==> src/hdl/pfc_pkg.sv <==
// Shared constants, types and helpers for the Playfair digram cipher.
package pfc_pkg;

   localparam logic [4:0] LETTER_Z = 5'd25;
   localparam logic [4:0] LETTER_J = 5'd9;
   localparam logic [4:0] LETTER_I = 5'd8;
   localparam logic [3:0] GRID     = 4'd5;
   localparam logic [2:0] SHIFT_ENC = 3'd1;
   localparam logic [2:0] SHIFT_DEC = 3'd4;

   typedef enum logic [1:0] {
      CFG_KEY_LOW  = 2'd0,
      CFG_KEY_MID  = 2'd1,
      CFG_KEY_TOP  = 2'd2,
      CFG_DECRYPT  = 2'd3
   } cfg_index_type;

   typedef struct packed {
      logic [59:0] key_low;
      logic [59:0] key_mid;
      logic [4:0]  key_top;
      logic        decrypt;
   } key_cfg_type;

   function automatic logic [2:0] grid_step(input logic [2:0] pos, input logic [2:0] shift);
      logic [3:0] sum;
      sum = {1'b0, pos} + {1'b0, shift};
      if (sum >= GRID) begin
         sum = sum - GRID;
      end
      return sum[2:0];
   endfunction

endpackage

==> src/hdl/pfc_coder.sv <==
// Playfair pair coder: locates both letters in the key grid and picks the result letters.
module pfc_coder
   import pfc_pkg::*;
(
   input  key_cfg_type cfg,
   input  logic [4:0]  letter_a,
   input  logic [4:0]  letter_b,
   output logic [6:0]  char_a,
   output logic [6:0]  char_b
);

   logic [4:0]   grid [5][5];
   logic [124:0] flat;
   logic [2:0]   row_a, col_a, row_b, col_b;
   logic [2:0]   shift;
   logic [4:0]   cell_a, cell_b;

   assign flat  = {cfg.key_top, cfg.key_mid, cfg.key_low};
   assign shift = cfg.decrypt ? SHIFT_DEC : SHIFT_ENC;

   always_comb begin
      row_a = 3'd0;
      col_a = 3'd0;
      row_b = 3'd0;
      col_b = 3'd0;
      for (int r = 0; r < 5; r++) begin
         for (int c = 0; c < 5; c++) begin
            grid[r][c] = flat[5*(r*5+c) +: 5];
            // highest matching cell wins
            if (grid[r][c] == letter_a) begin
               row_a = 3'(r);
               col_a = 3'(c);
            end
            if (grid[r][c] == letter_b) begin
               row_b = 3'(r);
               col_b = 3'(c);
            end
         end
      end
   end

   always_comb begin
      if (row_a == row_b) begin
         cell_a = grid[row_a][grid_step(col_a, shift)];
         cell_b = grid[row_b][grid_step(col_b, shift)];
      end else if (col_a == col_b) begin
         cell_a = grid[grid_step(row_a, shift)][col_a];
         cell_b = grid[grid_step(row_b, shift)][col_b];
      end else begin
         cell_a = grid[row_a][col_b];
         cell_b = grid[row_b][col_a];
      end
   end

   assign char_a = 7'd97 + {2'b00, cell_a};
   assign char_b = 7'd97 + {2'b00, cell_b};

endmodule

==> src/hdl/playfair_digram_cipher.sv <==
// Top level of the Playfair digram cipher stream block.
//
// Characters enter one per beat with tlast on the final one of a message. Letters are
// folded to lower case, 'j' is read as 'i', everything else is dropped. Each completed
// pair gives two result beats; an odd final letter is padded with 'z'. A character is
// accepted every cycle while the pair register can move on; since a pair takes two
// output beats, the output port (one beat per cycle) sets the sustained rate at one
// character per cycle. A completing character passes the pair and output registers
// before its first result beat. The 5x5 key table and the mode are loaded through the
// csr port; the user must do so only while idle, as the block does not enforce it.
module playfair_digram_cipher
   import pfc_pkg::*;
(
   input  logic        clock,
   input  logic        reset,
   input  logic        csr_we,
   input  logic [1:0]  csr_index,
   input  logic [59:0] csr_wdata,
   input  logic        req_tvalid,
   output logic        req_tready,
   input  logic [7:0]  req_tdata,   // [7:0] in_char
   input  logic        req_tlast,   // is_last
   output logic        rsp_tvalid,
   input  logic        rsp_tready,
   output logic [7:0]  rsp_tdata,   // [6:0] out_char, [7] zero
   output logic        rsp_tlast    // out_last
);

   key_cfg_type cfg_ff;

   logic [4:0] held_ff, held_in;
   logic       has_held_ff, has_held_in;

   logic       pair_valid_ff;
   logic [4:0] pair_a_ff, pair_b_ff;
   logic       pair_last_ff;
   logic       pair_load;
   logic [4:0] pair_a_in, pair_b_in;

   logic       out_valid_ff, out_second_ff, out_last_ff;
   logic [6:0] out_a_ff, out_b_ff;
   logic [6:0] code_a, code_b;

   logic       req_beat, rsp_beat, out_free, pair_move;
   logic [7:0] ch;
   logic       is_letter;
   logic [4:0] idx;

   always_ff @(posedge clock) begin
      if (reset) begin
         cfg_ff <= '0;
      end else if (csr_we) begin
         unique case (cfg_index_type'(csr_index))
            CFG_KEY_LOW: cfg_ff.key_low <= csr_wdata;
            CFG_KEY_MID: cfg_ff.key_mid <= csr_wdata;
            CFG_KEY_TOP: cfg_ff.key_top <= csr_wdata[4:0];
            CFG_DECRYPT: cfg_ff.decrypt <= csr_wdata[0];
            default:     cfg_ff <= cfg_ff;
         endcase
      end
   end

   assign rsp_beat   = rsp_tvalid && rsp_tready;
   assign out_free   = !out_valid_ff || (out_second_ff && rsp_tready);
   assign pair_move  = pair_valid_ff && out_free;
   assign req_tready = !pair_valid_ff || pair_move;
   assign req_beat   = req_tvalid && req_tready;

   // fold case and map j onto i
   always_comb begin
      ch = req_tdata;
      if (ch >= 8'd65 && ch <= 8'd90) begin
         ch = ch + 8'd32;
      end
      is_letter = (ch >= 8'd97) && (ch <= 8'd122);
      idx = 5'(ch - 8'd97);
      if (!is_letter) begin
         idx = 5'd0;
      end else if (idx == LETTER_J) begin
         idx = LETTER_I;
      end
   end

   always_comb begin
      held_in     = held_ff;
      has_held_in = has_held_ff;
      pair_load   = 1'b0;
      pair_a_in   = held_ff;
      pair_b_in   = idx;
      if (is_letter) begin
         if (has_held_ff) begin
            pair_load   = 1'b1;
            has_held_in = 1'b0;
         end else if (req_tlast) begin
            pair_load = 1'b1;
            pair_a_in = idx;
            pair_b_in = LETTER_Z;
         end else begin
            held_in     = idx;
            has_held_in = 1'b1;
         end
      end else if (req_tlast && has_held_ff) begin
         pair_load   = 1'b1;
         pair_b_in   = LETTER_Z;
         has_held_in = 1'b0;
      end
      if (req_tlast) begin
         has_held_in = 1'b0;
      end
   end

   always_ff @(posedge clock) begin
      if (reset) begin
         has_held_ff   <= 1'b0;
         held_ff       <= '0;
         pair_valid_ff <= 1'b0;
      end else begin
         if (req_beat) begin
            has_held_ff <= has_held_in;
            held_ff     <= held_in;
         end
         if (req_beat && pair_load) begin
            pair_valid_ff <= 1'b1;
         end else if (pair_move) begin
            pair_valid_ff <= 1'b0;
         end
      end
   end

   always_ff @(posedge clock) begin
      if (req_beat && pair_load) begin
         pair_a_ff    <= pair_a_in;
         pair_b_ff    <= pair_b_in;
         pair_last_ff <= req_tlast;
      end
   end

   pfc_coder u_coder (
      .cfg      (cfg_ff),
      .letter_a (pair_a_ff),
      .letter_b (pair_b_ff),
      .char_a   (code_a),
      .char_b   (code_b)
   );

   always_ff @(posedge clock) begin
      if (reset) begin
         out_valid_ff  <= 1'b0;
         out_second_ff <= 1'b0;
      end else if (pair_move) begin
         out_valid_ff  <= 1'b1;
         out_second_ff <= 1'b0;
      end else if (rsp_beat) begin
         if (out_second_ff) begin
            out_valid_ff  <= 1'b0;
            out_second_ff <= 1'b0;
         end else begin
            out_second_ff <= 1'b1;
         end
      end
   end

   always_ff @(posedge clock) begin
      if (pair_move) begin
         out_a_ff    <= code_a;
         out_b_ff    <= code_b;
         out_last_ff <= pair_last_ff;
      end
   end

   assign rsp_tvalid = out_valid_ff;
   assign rsp_tdata  = {1'b0, out_second_ff ? out_b_ff : out_a_ff};
   assign rsp_tlast  = out_second_ff && out_last_ff;

endmodule
==> config.mk <==
export PLATFORM = sky130hd
export DESIGN_NAME = playfair_digram_cipher
export DESIGN_NICKNAME = d
export VERILOG_FILES = /design/src/hdl/pfc_pkg.sv /design/src/hdl/pfc_coder.sv /design/src/hdl/playfair_digram_cipher.sv
export SDC_FILE = /design/constraint.sdc
export NUM_CORES = 1
export LEC_CHECK = 0
export BUFFER_PORTS_ARGS = -buffer_cell sky130_fd_sc_hd__buf_2
export CORE_MARGIN = 8
export CORE_UTILIZATION = 35
export CTS_BUF_LIST = sky130_fd_sc_hd__clkbuf_2
export CTS_CLUSTER_DIAMETER = 100
export DETAILED_ROUTE_END_ITERATION = 6
export HOLD_SLACK_MARGIN = 0.15
export PLACE_DENSITY = 0.62
export SYNTH_ARGS = -nofsm -noshare
export SYNTH_HDL_FRONTEND = slang
export SYNTH_SLANG_ARGS = --single-unit
==> constraint.sdc <==
create_clock -name clock -period 5.5 [get_ports clock]
set_input_delay 0.825 -clock clock [delete_from_list [all_inputs] [get_ports clock]]
set_output_delay 0.825 -clock clock [all_outputs]
set_load 0.01 [all_outputs]
==> run metrics <==
hpwl dp=90.6 mm; Die Y-Extent=roughly 230 um; total power divided by cell area=290 nW/um^2; fin nets=2894; Synth Register Bits=roughly 160; gp weighted congestion=about 1.1; WP data arrival=~6500 ps; Total GRT Usage=39.9%; worst hold path type=in -> reg; Yosys warnings=0; final instance area=23800 sq um; final worst slack=-215 ps; # H-tree levels=4; post-synth cell types=114; Worst Hold Slack=just under 300 ps; R2R cell count=26; sw frac=48.8%; Leak=9.85 nW; io pins=87; status=finished, violations left; Hold Fails Final Rpt=0; Tmin final=5720 ps; max-slew violations=0; Detail Route Antenna Nets=0; CP required=about 6300 ps; Finished Core Util=about half; pre-CTS WS=-547 ps; final setup TNS=-1440 ps; Num CTS Buffers=17; hold path depth=4; TritonCTS clock tree=done; f_max=0.175 GHz; post-synthesis async set-or-reset flop share=0%; Skew-Pair Late Insertion Delay=approximately 1000 ps; Final Non-Filler Cells=3421; clk slew on worst S/H paths=330 ps; dpl cell area=roughly 21000 sq um; input/output buffers=85; Clock Power Share=11.9%; RSZ-0062 raised after global routing=true; period utilization=104%; max_cap viols=0; Critical Path Source Type=flip-flop; Worst-Margin Slew=880 ps; Syn-to-layout area delta=42.6%; Slew headroom=41.3%; clock tree buffer depth=2; clk sink count=161; DRC viols=0; Core Region=47400 sq um; flop2flop setup slack=-220 ps; initial antenna violation count=9; per-cell routed wire length=33.7 um; Post-synth EDFFs=26; via count=21355; failing checks=negative setup slack; final setup fails=11; largest fanout on the critical path=4; switching pwr=about 3.4 mW; Routed WL=115 mm; Crit Path Class=reg -> reg; Root Driver=clkbuf_2; Post-Synthesis Cells=2290; sequential share of the synthesized area=between 20% and 30%; Mean Syn Cell Area=7.30 sq um; die area=55000 sq um; Post-Syn Area=16700 sq um; First DRT Iteration DRCs=2822; Clock Skews=66.9 ps; Pre-Repair DR Iteration Count=7; syn_nets=2393; Inst Count DP=3241; via/cell ratio=6.24; Internal=between 3 and 4 mW; Synth Flop Type=dfxtp_1; VDD IR max=approximately 0.19 mV; CP endpoint kind=flip-flop; Overflow after GRT=0; Die X=235 um; PnR Total Power=6.91 mW; Site Rows=80; Initial Util=35.3%; layout cell share with drive strength beyond 1=~35%; Comb pwr share=69.1%; largest net degree at the start of global routing=78; sequential share of power=19.0%; vias in the first global route=20695; wire length of the first global-routing pass=159 mm
-- final cells by class --
class                   count  area [sq um]
fillers                  4685         23600
clock buffers              17          85.1
inverters                  45           184
diodes                      2          5.00
multi-input cells        1819         13100
flip-flops and latches    161          3480
well taps                 615           769
repair buffers            747          6040
clock inverters            15           219
-- critical path, cell delays in order (launching register included) --
cell,delay (ps)
edfxtp_1,610
xor2_1,260
nor3_2,70
and3_1,150
or4_4,550
or4_4,520
nand2_4,100
inv_6,50
ha_4,270
inv_4,50
ha_4,140
nand2b_4,150
a21o_4,240
buf_4,140
and2_4,160
a21o_4,200
nor2_8,170
nand2_2,100
o211ai_1,240
buf_4,170
o211ai_1,190
a31o_2,370
o311ai_4,110
inv_2,80
ha_4,160
and3_4,150
xor2_1,130
-- timing repair --
item                       4_1_cts  5_1_grt
hold buffers                    70        0
hold endpoints to repair       135        0
gates resized for setup        114      154
setup endpoints to repair       14       14
pin swaps                       71       88
gates cloned                     3        1
setup buffers                   43       36
-- registers in the layout, summed over array words and instances, names as in the netlist --
register       flops
has_held_ff        1
out_second_ff      1
pair_b_ff          5
out_last_ff        1
pair_a_ff          5
pair_valid_ff      1
out_a_ff           7
out_b_ff           7
rsp_tvalid         1
cfg_ff           126
held_ff            5
pair_last_ff       1
-- layer usage --
metal	up-vias	wire length [um]	global-route usage, %
met2	1429	47100	58.4
met4	10	8450	23.7
met1	10427	45900	51.0
li1	9134	-	-
met5	-	66	0
met3	355	13800	12.4
-- cell families after synthesis --
| kind of cell | Yosys count | synth area share, % |
|---|---|---|
| AOI/OAI and AO/OA | 591 | 24.2 |
| muxes | 132 | 8.27 |
| buffers and inverters | 310 | 8.77 |
| DFF | 161 | 20.8 |
| and+or+nand+nor | 805 | 22.1 |
| xor gates and xnor gates | 262 | 13.7 |
| adders and majority gates | 28 | 2.08 |
| other | 1 | 0.0224 |
-- cells in the mapped netlist (all sizes together), types with 74 or more instances --
master / instances / area share, %
a21oi: 204 / 6.2
buf: 122 / 4.5
clkbuf: 143 / 3.2
dfxtp: 135 / 16
mux2i: 97 / 5.8
nand2: 411 / 9.3
nand3: 95 / 2.8
nor2: 101 / 2.4
nor3: 83 / 2.7
o21ai: 74 / 2.2
xnor2: 128 / 6.7
xor2: 134 / 7.0
-- path summary, 6_finish.rpt --
path	start	to
max	pair_a_ff[4]$_DFFE_PP_	out_a_ff[4]$_DFFE_PP_
min	req_tdata[1]	held_ff[1]$_SDFFE_PP0P_
max reg2reg	pair_a_ff[4]$_DFFE_PP_	out_a_ff[4]$_DFFE_PP_
min reg2reg	held_ff[2]$_SDFFE_PP0P_	held_ff[2]$_SDFFE_PP0P_
-- placed cells by master, fill, tap and decap left out, drive strengths merged, types with 10 or more instances in the layout --
cell type    Yosys  final
buf            122    677
nand4           16     16
o211ai          20     20
nor2b           10     10
dfxtp          135    135
xnor2          128    128
ha              27     27
mux2i           97     97
and2            10     10
dlygate4sd3      0     70
a22oi           17     17
edfxtp          26     26
xor2           134    134
nor3            83     83
clkinv           4     11
o21ai           74     74
a221oi          22     22
o22a            14     14
clkbuf         143     17
nand3           95     95
a21oi          204    204
nor4            16     16
o221ai          22     22
nor2           101    101
a31oi           24     24
inv             41     49
and3            21     21
a2111oi         10     10
mux2            34     34
a211oi          23     23
a221o           12     12
nand2          411    411
o22ai           26     26
-- power groups by stage --
stage,sequential (mW),combinational (mW),clock (mW)
CTS,1.31,4.30,0.820
global route,1.31,4.94,0.866
global placement,1.33,3.83,0
floorplan,1.28,2.05,0
finish,1.31,4.78,0.821
detailed placement,1.33,3.82,0
No activity file was read; power rests on OpenSTA's default activity.
